## config.mk

```make
export PLATFORM = sky130hd
export DESIGN_NAME = stereo_gain_ramp_mixer_unit
export DESIGN_NICKNAME = d
export VERILOG_FILES = /design/src/hdl/sgrm_pkg.sv /design/src/hdl/sgrm_div.sv /design/src/hdl/sgrm_datapath.sv /design/src/hdl/sgrm_ctrl.sv /design/src/hdl/stereo_gain_ramp_mixer_unit.sv
export SDC_FILE = /design/constraint.sdc
export NUM_CORES = 2
export LEC_CHECK = 0
export ABC_AREA = 1
export CAP_MARGIN = 20
export CELL_PAD_IN_SITES_DETAIL_PLACEMENT = 1
export CELL_PAD_IN_SITES_GLOBAL_PLACEMENT = 1
export CORE_MARGIN = 2
export CORE_UTILIZATION = 30
export CTS_CLUSTER_DIAMETER = 200
export DETAILED_ROUTE_END_ITERATION = 6
export DONT_BUFFER_PORTS = 1
export HOLD_SLACK_MARGIN = 0.05
export PLACE_DENSITY_LB_ADDON = 0.1
export SETUP_SLACK_MARGIN = 0.02
export SLEW_MARGIN = 0
export SYNTH_ARGS = -nofsm -noshare
export SYNTH_HDL_FRONTEND = slang
export SYNTH_SLANG_ARGS = --single-unit
```

## constraint.sdc

```tcl
create_clock -name i_clk -period 8 [get_ports i_clk]
set_input_delay 0.8 -clock i_clk [delete_from_list [all_inputs] [get_ports i_clk]]
set_output_delay 0.8 -clock i_clk [all_outputs]
set_load 0.01 [all_outputs]
```

## src/hdl/sgrm_pkg.sv

```systemverilog
// ----------------------------------------------------------------------------
// sgrm_pkg
// Shared widths, constants and controller/datapath command types for the
// stereo gain ramp mixer.
// ----------------------------------------------------------------------------
package sgrm_pkg;

    localparam int SAMPLE_W        = 16;
    localparam int GAIN_W          = 18;
    localparam int FRAMES_W        = 13;
    localparam int GAIN_FRAC_BITS  = 16;
    localparam int RAMP_EXTRA_BITS = 16;
    localparam int ACC_FRAC_BITS   = GAIN_FRAC_BITS + RAMP_EXTRA_BITS;
    localparam int ACC_W           = GAIN_W + RAMP_EXTRA_BITS;
    localparam int STEP_W          = ACC_W + 1;
    localparam int PROD_W          = SAMPLE_W + STEP_W;
    localparam int RND_W           = PROD_W - ACC_FRAC_BITS;
    localparam int MAX_FRAMES      = 4096;
    localparam int DIV_W           = ACC_W;
    localparam int DIV_CNT_W       = $clog2(DIV_W);

    localparam logic [GAIN_W-1:0]   GAIN_UNITY = GAIN_W'(1) << GAIN_FRAC_BITS;
    localparam logic [FRAMES_W-1:0] FRAMES_MAX = FRAMES_W'(MAX_FRAMES);

    typedef struct packed {
        logic load;
        logic div_start;
        logic div_sel_r;
        logic step_wr_l;
        logic step_wr_r;
        logic acc_en;
        logic mul_en;
        logic rnd_en;
        logic out_load;
    } t_dp_cmd;

    typedef struct packed {
        logic div_done;
        logic out_free;
    } t_dp_status;

    typedef struct packed {
        logic [SAMPLE_W-1:0] val;
        logic                clip;
    } t_sat;

endpackage

```

## src/hdl/sgrm_div.sv

```systemverilog
// ----------------------------------------------------------------------------
// sgrm_div
// Radix-2 restoring divider, one quotient bit per cycle, unsigned operands.
// ----------------------------------------------------------------------------
module sgrm_div import sgrm_pkg::*; (
    input  logic                i_clk,
    input  logic                i_rst_n,
    input  logic                i_start,
    input  logic [DIV_W-1:0]    i_dividend,
    input  logic [FRAMES_W-1:0] i_divisor,
    output logic                o_done,
    output logic [DIV_W-1:0]    o_quotient
);

    localparam logic [DIV_CNT_W-1:0] CNT_LAST = DIV_CNT_W'(DIV_W - 1);

    logic                r_busy;
    logic                r_done;
    logic [DIV_CNT_W-1:0] r_cnt;
    logic [FRAMES_W-1:0] r_rem;
    logic [DIV_W-1:0]    r_quo;
    logic [FRAMES_W-1:0] r_dvs;

    logic [FRAMES_W:0]   trial;
    logic [FRAMES_W:0]   trial_sub;
    logic                trial_ge;

    assign trial     = {r_rem, r_quo[DIV_W-1]};
    assign trial_ge  = trial >= {1'b0, r_dvs};
    assign trial_sub = trial - {1'b0, r_dvs};

    always_ff @(posedge i_clk) begin
        if (!i_rst_n) begin
            r_busy <= 1'b0;
            r_done <= 1'b0;
            r_cnt  <= '0;
        end else begin
            r_done <= 1'b0;
            if (i_start) begin
                r_busy <= 1'b1;
                r_cnt  <= '0;
            end else if (r_busy) begin
                r_cnt <= r_cnt + 1'b1;
                if (r_cnt == CNT_LAST) begin
                    r_busy <= 1'b0;
                    r_done <= 1'b1;
                end
            end
        end
    end

    always_ff @(posedge i_clk) begin
        if (i_start) begin
            r_rem <= '0;
            r_quo <= i_dividend;
            r_dvs <= i_divisor;
        end else if (r_busy) begin
            r_rem <= trial_ge ? trial_sub[FRAMES_W-1:0] : trial[FRAMES_W-1:0];
            r_quo <= {r_quo[DIV_W-2:0], trial_ge};
        end
    end

    assign o_done     = r_done;
    assign o_quotient = r_quo;

    a_start_clears: assert property (@(posedge i_clk) disable iff (!i_rst_n)
        i_start |=> r_busy && r_cnt == '0)
        else $error("divider did not start a fresh pass");

    a_finish: assert property (@(posedge i_clk) disable iff (!i_rst_n)
        r_busy && !i_start && r_cnt == CNT_LAST |=> r_done && !r_busy)
        else $error("divider did not finish after the last step");

endmodule

```

## src/hdl/sgrm_datapath.sv

```systemverilog
// ----------------------------------------------------------------------------
// sgrm_datapath
// Gain state, ramp accumulators, step division, multiply, round/saturate,
// clip and peak tracking, and the output register.
// ----------------------------------------------------------------------------
module sgrm_datapath import sgrm_pkg::*; (
    input  logic                       i_clk,
    input  logic                       i_rst_n,
    input  t_dp_cmd                    i_cmd,
    output t_dp_status                 o_status,
    input  logic                       i_cfg_valid,
    input  logic                       i_cfg_data,
    input  logic signed [SAMPLE_W-1:0] i_left_sample,
    input  logic signed [SAMPLE_W-1:0] i_right_sample,
    input  logic [GAIN_W-1:0]          i_target_left_gain,
    input  logic [GAIN_W-1:0]          i_target_right_gain,
    input  logic [FRAMES_W-1:0]        i_buffer_frames,
    input  logic                       i_first_frame,
    input  logic                       i_out_stall,
    output logic                       o_out_valid,
    output logic signed [SAMPLE_W-1:0] o_left_out,
    output logic signed [SAMPLE_W-1:0] o_right_out,
    output logic                       o_last_frame,
    output logic                       o_clipped,
    output logic [SAMPLE_W-1:0]        o_peak_left,
    output logic [SAMPLE_W-1:0]        o_peak_right
);

    localparam logic [PROD_W-1:0] RND_HALF = PROD_W'(1) << (ACC_FRAC_BITS - 1);

    function automatic t_sat round_sat(input logic [PROD_W-1:0] p);
        logic [PROD_W-1:0] s;
        logic [RND_W-1:0]  v;
        t_sat              r;
        // half away from zero: negative products round with half minus one
        s = p + RND_HALF - {{(PROD_W-1){1'b0}}, p[PROD_W-1]};
        v = s[PROD_W-1:ACC_FRAC_BITS];
        r.clip = 1'b0;
        r.val  = v[SAMPLE_W-1:0];
        if (!v[RND_W-1] && (|v[RND_W-2:SAMPLE_W-1])) begin
            r.clip = 1'b1;
            r.val  = {1'b0, {(SAMPLE_W-1){1'b1}}};
        end else if (v[RND_W-1] && !(&v[RND_W-2:SAMPLE_W-1])) begin
            r.clip = 1'b1;
            r.val  = {1'b1, {(SAMPLE_W-1){1'b0}}};
        end
        return r;
    endfunction

    function automatic logic [SAMPLE_W-1:0] abs16(input logic [SAMPLE_W-1:0] x);
        return x[SAMPLE_W-1] ? (~x + 1'b1) : x;
    endfunction

    // state
    logic                r_peak_en;
    logic [GAIN_W-1:0]   r_cur_l, r_cur_r;
    logic [GAIN_W-1:0]   r_tgt_l, r_tgt_r;
    logic [ACC_W-1:0]    r_acc_l, r_acc_r;
    logic [STEP_W-1:0]   r_step_l, r_step_r;
    logic [FRAMES_W-1:0] r_frames;
    logic [FRAMES_W-1:0] r_len;
    logic                r_clip_sticky;
    logic [SAMPLE_W-1:0] r_peak_l, r_peak_r;
    logic                r_out_valid;

    // per-frame pipeline payload
    logic signed [SAMPLE_W-1:0] r_smp_l, r_smp_r;
    logic                       r_ramp;
    logic [ACC_W-1:0]           r_gain_l, r_gain_r;
    logic signed [PROD_W-1:0]   r_prod_l, r_prod_r;
    logic [SAMPLE_W-1:0]        r_rnd_l, r_rnd_r;
    logic                       r_clip_now;
    logic [SAMPLE_W-1:0]        r_out_l, r_out_r;
    logic                       r_out_last, r_out_clip;
    logic [SAMPLE_W-1:0]        r_out_pk_l, r_out_pk_r;

    logic [FRAMES_W-1:0] len_clamped;
    logic [GAIN_W:0]     diff_l, diff_r;
    logic [GAIN_W-1:0]   mag_l, mag_r;
    logic [DIV_W-1:0]    div_dividend;
    logic                div_done;
    logic [DIV_W-1:0]    div_quo;
    logic [STEP_W-1:0]   quo_ext;
    logic [STEP_W-1:0]   acc_sum_l, acc_sum_r;
    t_sat                sat_l, sat_r;
    logic [SAMPLE_W-1:0] abs_l, abs_r;
    logic                n_clip;
    logic [SAMPLE_W-1:0] n_peak_l, n_peak_r;
    logic                frame_is_last;

    always_comb begin
        if (i_buffer_frames == '0) begin
            len_clamped = FRAMES_W'(1);
        end else if (i_buffer_frames > FRAMES_MAX) begin
            len_clamped = FRAMES_MAX;
        end else begin
            len_clamped = i_buffer_frames;
        end
    end

    assign diff_l = {1'b0, r_tgt_l} - {1'b0, r_cur_l};
    assign diff_r = {1'b0, r_tgt_r} - {1'b0, r_cur_r};
    assign mag_l  = diff_l[GAIN_W] ? GAIN_W'(-diff_l) : diff_l[GAIN_W-1:0];
    assign mag_r  = diff_r[GAIN_W] ? GAIN_W'(-diff_r) : diff_r[GAIN_W-1:0];
    assign div_dividend = {(i_cmd.div_sel_r ? mag_r : mag_l), {RAMP_EXTRA_BITS{1'b0}}};
    assign quo_ext = {1'b0, div_quo};

    sgrm_div u_div (
        .i_clk      (i_clk),
        .i_rst_n    (i_rst_n),
        .i_start    (i_cmd.div_start),
        .i_dividend (div_dividend),
        .i_divisor  (r_len),
        .o_done     (div_done),
        .o_quotient (div_quo)
    );

    assign acc_sum_l = {1'b0, r_acc_l} + r_step_l;
    assign acc_sum_r = {1'b0, r_acc_r} + r_step_r;

    assign sat_l = round_sat(r_prod_l);
    assign sat_r = round_sat(r_prod_r);

    assign abs_l = abs16(r_rnd_l);
    assign abs_r = abs16(r_rnd_r);

    always_comb begin
        n_clip   = r_clip_sticky | r_clip_now;
        n_peak_l = r_peak_l;
        n_peak_r = r_peak_r;
        if (r_peak_en && abs_l > r_peak_l) begin
            n_peak_l = abs_l;
        end
        if (r_peak_en && abs_r > r_peak_r) begin
            n_peak_r = abs_r;
        end
    end

    assign frame_is_last = r_frames == FRAMES_W'(1);

    always_ff @(posedge i_clk) begin
        if (!i_rst_n) begin
            r_peak_en     <= 1'b0;
            r_cur_l       <= GAIN_UNITY;
            r_cur_r       <= GAIN_UNITY;
            r_tgt_l       <= GAIN_UNITY;
            r_tgt_r       <= GAIN_UNITY;
            r_acc_l       <= '0;
            r_acc_r       <= '0;
            r_step_l      <= '0;
            r_step_r      <= '0;
            r_frames      <= '0;
            r_clip_sticky <= 1'b0;
            r_peak_l      <= '0;
            r_peak_r      <= '0;
            r_out_valid   <= 1'b0;
        end else begin
            if (i_cfg_valid) begin
                r_peak_en <= i_cfg_data;
            end
            if (i_cmd.load && i_first_frame) begin
                r_tgt_l       <= i_target_left_gain;
                r_tgt_r       <= i_target_right_gain;
                r_acc_l       <= {r_cur_l, {RAMP_EXTRA_BITS{1'b0}}};
                r_acc_r       <= {r_cur_r, {RAMP_EXTRA_BITS{1'b0}}};
                r_frames      <= len_clamped;
                r_clip_sticky <= 1'b0;
                r_peak_l      <= '0;
                r_peak_r      <= '0;
            end
            if (i_cmd.step_wr_l) begin
                r_step_l <= diff_l[GAIN_W] ? -quo_ext : quo_ext;
            end
            if (i_cmd.step_wr_r) begin
                r_step_r <= diff_r[GAIN_W] ? -quo_ext : quo_ext;
            end
            if (i_cmd.acc_en && r_frames != '0) begin
                r_acc_l <= acc_sum_l[ACC_W-1:0];
                r_acc_r <= acc_sum_r[ACC_W-1:0];
            end
            if (i_cmd.out_load && r_ramp) begin
                r_clip_sticky <= n_clip;
                r_peak_l      <= n_peak_l;
                r_peak_r      <= n_peak_r;
                r_frames      <= r_frames - 1'b1;
                if (frame_is_last) begin
                    r_cur_l <= r_tgt_l;
                    r_cur_r <= r_tgt_r;
                end
            end
            if (i_cmd.out_load) begin
                r_out_valid <= 1'b1;
            end else if (!i_out_stall) begin
                r_out_valid <= 1'b0;
            end
        end
    end

    always_ff @(posedge i_clk) begin
        if (i_cmd.load) begin
            r_smp_l <= i_left_sample;
            r_smp_r <= i_right_sample;
            if (i_first_frame) begin
                r_len <= len_clamped;
            end
        end
        if (i_cmd.acc_en) begin
            // outside a buffer the committed gain is used as is
            r_ramp <= r_frames != '0;
            if (r_frames != '0) begin
                r_gain_l <= acc_sum_l[ACC_W-1:0];
                r_gain_r <= acc_sum_r[ACC_W-1:0];
            end else begin
                r_gain_l <= {r_cur_l, {RAMP_EXTRA_BITS{1'b0}}};
                r_gain_r <= {r_cur_r, {RAMP_EXTRA_BITS{1'b0}}};
            end
        end
        if (i_cmd.mul_en) begin
            r_prod_l <= r_smp_l * $signed({1'b0, r_gain_l});
            r_prod_r <= r_smp_r * $signed({1'b0, r_gain_r});
        end
        if (i_cmd.rnd_en) begin
            r_rnd_l    <= sat_l.val;
            r_rnd_r    <= sat_r.val;
            r_clip_now <= sat_l.clip | sat_r.clip;
        end
        if (i_cmd.out_load) begin
            r_out_l <= r_rnd_l;
            r_out_r <= r_rnd_r;
            if (r_ramp) begin
                r_out_last <= frame_is_last;
                r_out_clip <= n_clip;
                r_out_pk_l <= r_peak_en ? n_peak_l : '0;
                r_out_pk_r <= r_peak_en ? n_peak_r : '0;
            end else begin
                r_out_last <= 1'b0;
                r_out_clip <= 1'b0;
                r_out_pk_l <= '0;
                r_out_pk_r <= '0;
            end
        end
    end

    assign o_status.div_done = div_done;
    assign o_status.out_free = !r_out_valid || !i_out_stall;

    assign o_out_valid  = r_out_valid;
    assign o_left_out   = r_out_l;
    assign o_right_out  = r_out_r;
    assign o_last_frame = r_out_last;
    assign o_clipped    = r_out_clip;
    assign o_peak_left  = r_out_pk_l;
    assign o_peak_right = r_out_pk_r;

    a_commit_target: assert property (@(posedge i_clk) disable iff (!i_rst_n)
        i_cmd.out_load && r_ramp && frame_is_last && !i_cmd.load
            |=> r_cur_l == r_tgt_l && r_cur_r == r_tgt_r)
        else $error("gains not committed to target at buffer end");

    a_peak_off: assert property (@(posedge i_clk) disable iff (!i_rst_n)
        i_cmd.out_load && !r_peak_en |=> o_peak_left == '0 && o_peak_right == '0)
        else $error("peaks reported while metering disabled");

endmodule

```

## src/hdl/sgrm_ctrl.sv

```systemverilog
// ----------------------------------------------------------------------------
// sgrm_ctrl
// Frame sequencer: input handshake, step division on a buffer's first
// frame, then accumulate, multiply, round and output stages.
// ----------------------------------------------------------------------------
module sgrm_ctrl import sgrm_pkg::*; (
    input  logic       i_clk,
    input  logic       i_rst_n,
    input  logic       i_in_valid,
    input  logic       i_first_frame,
    output logic       o_in_stall,
    output t_dp_cmd    o_cmd,
    input  t_dp_status i_status
);

    typedef enum logic [7:0] {
        ST_IDLE     = 8'b0000_0001,
        ST_DIVL_GO  = 8'b0000_0010,
        ST_DIVL_RUN = 8'b0000_0100,
        ST_DIVR_RUN = 8'b0000_1000,
        ST_ACC      = 8'b0001_0000,
        ST_MUL      = 8'b0010_0000,
        ST_RND      = 8'b0100_0000,
        ST_OUT      = 8'b1000_0000
    } t_state;

    t_state r_state;
    t_state n_state;

    always_comb begin
        n_state    = r_state;
        o_cmd      = '0;
        o_in_stall = 1'b1;
        case (r_state)
            ST_IDLE: begin
                o_in_stall = 1'b0;
                if (i_in_valid) begin
                    o_cmd.load = 1'b1;
                    n_state    = i_first_frame ? ST_DIVL_GO : ST_ACC;
                end
            end
            ST_DIVL_GO: begin
                o_cmd.div_start = 1'b1;
                n_state         = ST_DIVL_RUN;
            end
            ST_DIVL_RUN: begin
                if (i_status.div_done) begin
                    // left quotient is taken as the right division starts
                    o_cmd.step_wr_l = 1'b1;
                    o_cmd.div_start = 1'b1;
                    o_cmd.div_sel_r = 1'b1;
                    n_state         = ST_DIVR_RUN;
                end
            end
            ST_DIVR_RUN: begin
                if (i_status.div_done) begin
                    o_cmd.step_wr_r = 1'b1;
                    n_state         = ST_ACC;
                end
            end
            ST_ACC: begin
                o_cmd.acc_en = 1'b1;
                n_state      = ST_MUL;
            end
            ST_MUL: begin
                o_cmd.mul_en = 1'b1;
                n_state      = ST_RND;
            end
            ST_RND: begin
                o_cmd.rnd_en = 1'b1;
                n_state      = ST_OUT;
            end
            ST_OUT: begin
                if (i_status.out_free) begin
                    o_cmd.out_load = 1'b1;
                    n_state        = ST_IDLE;
                end
            end
            default: begin
                n_state = ST_IDLE;
            end
        endcase
    end

    always_ff @(posedge i_clk) begin
        if (!i_rst_n) begin
            r_state <= ST_IDLE;
        end else begin
            r_state <= n_state;
        end
    end

    a_out_only_when_free: assert property (@(posedge i_clk) disable iff (!i_rst_n)
        o_cmd.out_load |-> i_status.out_free)
        else $error("output register overwritten while its word is pending");

    a_div_then_accumulate: assert property (@(posedge i_clk) disable iff (!i_rst_n)
        o_cmd.step_wr_r |=> o_cmd.acc_en && o_in_stall)
        else $error("accumulate stage did not follow the step division");

endmodule

```

## src/hdl/stereo_gain_ramp_mixer_unit.sv

```systemverilog
// ----------------------------------------------------------------------------
// stereo_gain_ramp_mixer_unit
// A frame taken in idle runs the accumulate, multiply and round stages
// into the output register, which waits while the output is stalled;
// a buffer's first frame first runs two 34-step divisions on the shared
// radix-2 divider. No new frame is taken until the current one is loaded.
// Reset (synchronous, active low) sets unity gains, no open buffer and
// metering disabled; there is no clearing pass.
// ----------------------------------------------------------------------------
module stereo_gain_ramp_mixer_unit import sgrm_pkg::*; (
    input  logic                       i_clk,
    input  logic                       i_rst_n,
    input  logic                       i_in_valid,
    output logic                       o_in_stall,
    input  logic signed [SAMPLE_W-1:0] i_left_sample,
    input  logic signed [SAMPLE_W-1:0] i_right_sample,
    input  logic [GAIN_W-1:0]          i_target_left_gain,
    input  logic [GAIN_W-1:0]          i_target_right_gain,
    input  logic [FRAMES_W-1:0]        i_buffer_frames,
    input  logic                       i_first_frame,
    output logic                       o_out_valid,
    input  logic                       i_out_stall,
    output logic signed [SAMPLE_W-1:0] o_left_out,
    output logic signed [SAMPLE_W-1:0] o_right_out,
    output logic                       o_last_frame,
    output logic                       o_clipped,
    output logic [SAMPLE_W-1:0]        o_peak_left,
    output logic [SAMPLE_W-1:0]        o_peak_right,
    input  logic                       i_cfg_valid,
    output logic                       o_cfg_ready,
    input  logic                       i_cfg_data
);

    t_dp_cmd    dp_cmd;
    t_dp_status dp_status;

    // the enable register takes a word in any cycle
    assign o_cfg_ready = 1'b1;

    sgrm_ctrl u_ctrl (
        .i_clk         (i_clk),
        .i_rst_n       (i_rst_n),
        .i_in_valid    (i_in_valid),
        .i_first_frame (i_first_frame),
        .o_in_stall    (o_in_stall),
        .o_cmd         (dp_cmd),
        .i_status      (dp_status)
    );

    sgrm_datapath u_dp (
        .i_clk               (i_clk),
        .i_rst_n             (i_rst_n),
        .i_cmd               (dp_cmd),
        .o_status            (dp_status),
        .i_cfg_valid         (i_cfg_valid & o_cfg_ready),
        .i_cfg_data          (i_cfg_data),
        .i_left_sample       (i_left_sample),
        .i_right_sample      (i_right_sample),
        .i_target_left_gain  (i_target_left_gain),
        .i_target_right_gain (i_target_right_gain),
        .i_buffer_frames     (i_buffer_frames),
        .i_first_frame       (i_first_frame),
        .i_out_stall         (i_out_stall),
        .o_out_valid         (o_out_valid),
        .o_left_out          (o_left_out),
        .o_right_out         (o_right_out),
        .o_last_frame        (o_last_frame),
        .o_clipped           (o_clipped),
        .o_peak_left         (o_peak_left),
        .o_peak_right        (o_peak_right)
    );

endmodule
```

==> impl_metrics.json <==
{
  "worstPathMaxFanout": 13,
  "clk_latency_ns": 0.73,
  "r2r_slack_ns": 1.03,
  "drtIter0Drc": 2926,
  "crit_path_start_kind": "flop",
  "routabilityCongestion": 0.853,
  "grt_pass1_vias": 70828,
  "timing.final.crit_share_pct": 87.2,
  "min_to": "u_dp.r_smp_r[12]",
  "dieArea_um2": 261000,
  "wl_mm": 269,
  "netlist_area_um2": 77200,
  "fmax_mhz": 143,
  "detail-route-antenna-nets": 0,
  "coreArea_um2": 256000,
  "clockBufferDepth": 3,
  "place_ws_ns": 1.02,
  "fin_skew_ns": 0.0657,
  "rr_worst_depth": 20,
  "synth_cell_types": 65,
  "cap_violations": 0,
  "yosysSeqAreaShare_pct": 21.3,
  "grt_max_degree": 80,
  "grt-ovfl-total": 0,
  "finalSetupViolations": 0,
  "numCtsBuffers": 90,
  "layout.cells.non_filler": 13526,
  "layout_commonest_cell": "nand2_1",
  "grt_antenna_before_repair": 15,
  "place_inst": 13352,
  "portBuffers": 0,
  "drive_gt1_share_pct": 3.37,
  "r2r-end": "u_dp.r_prod_l[35]",
  "cp.arrival_ns": 7.41,
  "nets": 11618,
  "ys_seq_elements": 647,
  "fin_ws_ns": 1.03,
  "wl_per_cell_um": 19.9,
  "clk_pin_slew_ns": 0.07,
  "tritoncts": "yes",
  "dieWidth_um": 511,
  "ios": 157,
  "post_cts_buffers": 0,
  "dr.pass1.iters": 5,
  "hold_path_depth": 0,
  "rsz0062_at_grt": "no",
  "fin_tns_setup_ns": 0,
  "grtUsageTotal_pct": 20.6,
  "layout_common_cells": "nand2_1, inv_1, fa_1, nor2_1, a21oi_1",
  "worst_setup_path_end_kind": "flop",
  "synthCells": 10284,
  "async_flop_share_pct": 0,
  "ys_warn_count": 0,
  "syn_area_per_cell_um2": 7.50,
  "required_ns": 8.44,
  "final-hold-violation-count": 0,
  "grt_pass1_wl_mm": 422,
  "cts_hold_buf": 0,
  "rows": 186,
  "area_delta_synth_final_pct": 8.37,
  "synthFlopType": "edfxtp_1",
  "detail_route.vias_per_cell": 4.79,
  "tightest_slew_ns": 1.15,
  "start_util_pct": 30.1,
  "r2r_start": "u_dp.r_smp_l[10]",
  "synthesis.nets": 11839,
  "drc": 0,
  "cts_max_level": 3,
  "hpwlAfterDp_mm": 217,
  "min_path_type": "input pin to flop",
  "slew_viol_final": 0,
  "slew_headroom_pct": 23.1,
  "synth-edff-count": 346,
  "min_period_ns": 6.97,
  "clock_sinks": 647,
  "min-delay-start": "i_right_sample[12]",
  "critPathKind": "flop to flop",
  "dieHeight_um": 511,
  "status": "finished clean",
  "vias": 64736,
  "cts_resized": 0,
  "clock-root-buffer": "clkbuf_16"
}
==> layer usage <==
| metal | wire (um) | up-vias | global-route usage (%) |
|---|---|---|---|
| met5 | 27 | - | 0 |
| met4 | 4730 | 4 | 3.88 |
| met3 | 8810 | 242 | 2.02 |
| met2 | 126000 | 795 | 34.9 |
| met1 | 130000 | 32558 | 28.6 |
| li1 | - | 31137 | - |
==> cells in the mapped netlist, types with 36 or more instances <==
cell type  number  area, um2
o21ai_1       101        505
edfxtp_1      346      10400
clkbuf_1      329       1230
nand2_1      2468       9260
or2_1          36        225
or2_2          48        300
xnor2_1        82        718
ha_1          570       7130
nor2_1        686       2570
a21oi_1       672       3360
dfxtp_1       301       6030
fa_1          897      18000
buf_2          40        200
xor2_1        150       1310
o211ai_1       75        563
nand4_1        74        463
nand3_1       351       1760
o21ai_0       292       1460
inv_1        2304       8650
nor3_1         69        345
a31oi_1        69        432
==> flip-flops by register name, indices dropped and copies added (netlist names), 34 cells and up <==
signal / count
u_dp.r_gain_r: 34
u_dp.r_acc_r: 34
u_dp.r_step_l: 34
u_dp.r_prod_r: 51
u_dp.r_acc_l: 34
u_dp.u_div.o_quotient: 34
u_dp.r_step_r: 34
u_dp.r_prod_l: 51
u_dp.r_gain_l: 34
==> layout make-up <==
class / count / area (um2)
multi-input cells: 6905 / 50400
well taps: 3384 / 4230
flip-flops and latches: 647 / 16400
inverters: 2342 / 8800
fillers: 31080 / 173000
clock buffers: 117 / 2410
diodes: 7 / 17.5
repair buffers: 77 / 631
clock inverters: 47 / 697
==> kinds of logic (layout without fill, tap and decap cells) <==
| family | count (synthesis) | in the layout | synth area share (%) |
|---|---|---|---|
| AO/OA/AOI/OAI | 1382 | 1382 | 9.91 |
| XOR/XNOR | 232 | 232 | 2.63 |
| adder cells (fa/ha/maj) | 1467 | 1467 | 32.5 |
| buffers and inverters | 2732 | 2583 | 13.4 |
| flip-flops | 647 | 647 | 21.3 |
| other | 1 | 8 | 0.00486 |
| AND/OR/NAND/NOR | 3823 | 3823 | 20.2 |
==> worst max-delay path by stage <==
stage | slack [ns] | from | endpoint
after global placement | 1.07 | u_dp.r_smp_l[4] | u_dp.r_prod_l[49]
after floorplan | 2.26 | u_dp.r_gain_r[32] | u_dp.r_prod_r[44]
final | 1.03 | u_dp.r_smp_l[10] | u_dp.r_prod_l[35]
after CTS | 0.98 | u_dp.r_smp_l[4] | u_dp.r_prod_l[49]
after detailed placement | 1.02 | u_dp.r_smp_l[4] | u_dp.r_prod_l[49]
after global routing | 0.66 | u_dp.r_smp_l[3] | u_dp.r_prod_l[25]
==> through the flow <==
step | utilization, % | area [um2] | hold WS [ns]
floorplan | - | 77200 | 0.400
global placement | 31.4 | 80400 | 0.405
detailed placement | 31.4 | 80400 | 0.407
CTS | 32.6 | 83500 | 0.0988
global route | 32.6 | 83600 | 0.129
finish | 32.6 | 83600 | 0.168
==> worst max-delay path: stages, from the launching register on <==
cell and delay [ns]:
edfxtp_1 0.92, buf_4 0.37, nand2_1 0.13, fa_1 0.57, inv_1 0.05, fa_1 0.50, fa_1 0.58, fa_1 0.45
fa_1 0.50, inv_1 0.05, fa_1 0.48, inv_1 0.04, ha_1 0.37, a21oi_1 0.16, inv_1 0.09, a31oi_1 0.32
o211ai_1 0.23, a21oi_1 0.39, o21ai_1 0.19, a21oi_1 0.22, xnor2_1 0.08
Power is left out: the tool's default activity adds up to more than one toggle a clock period on the data nets, which glitch-free logic cannot reach.
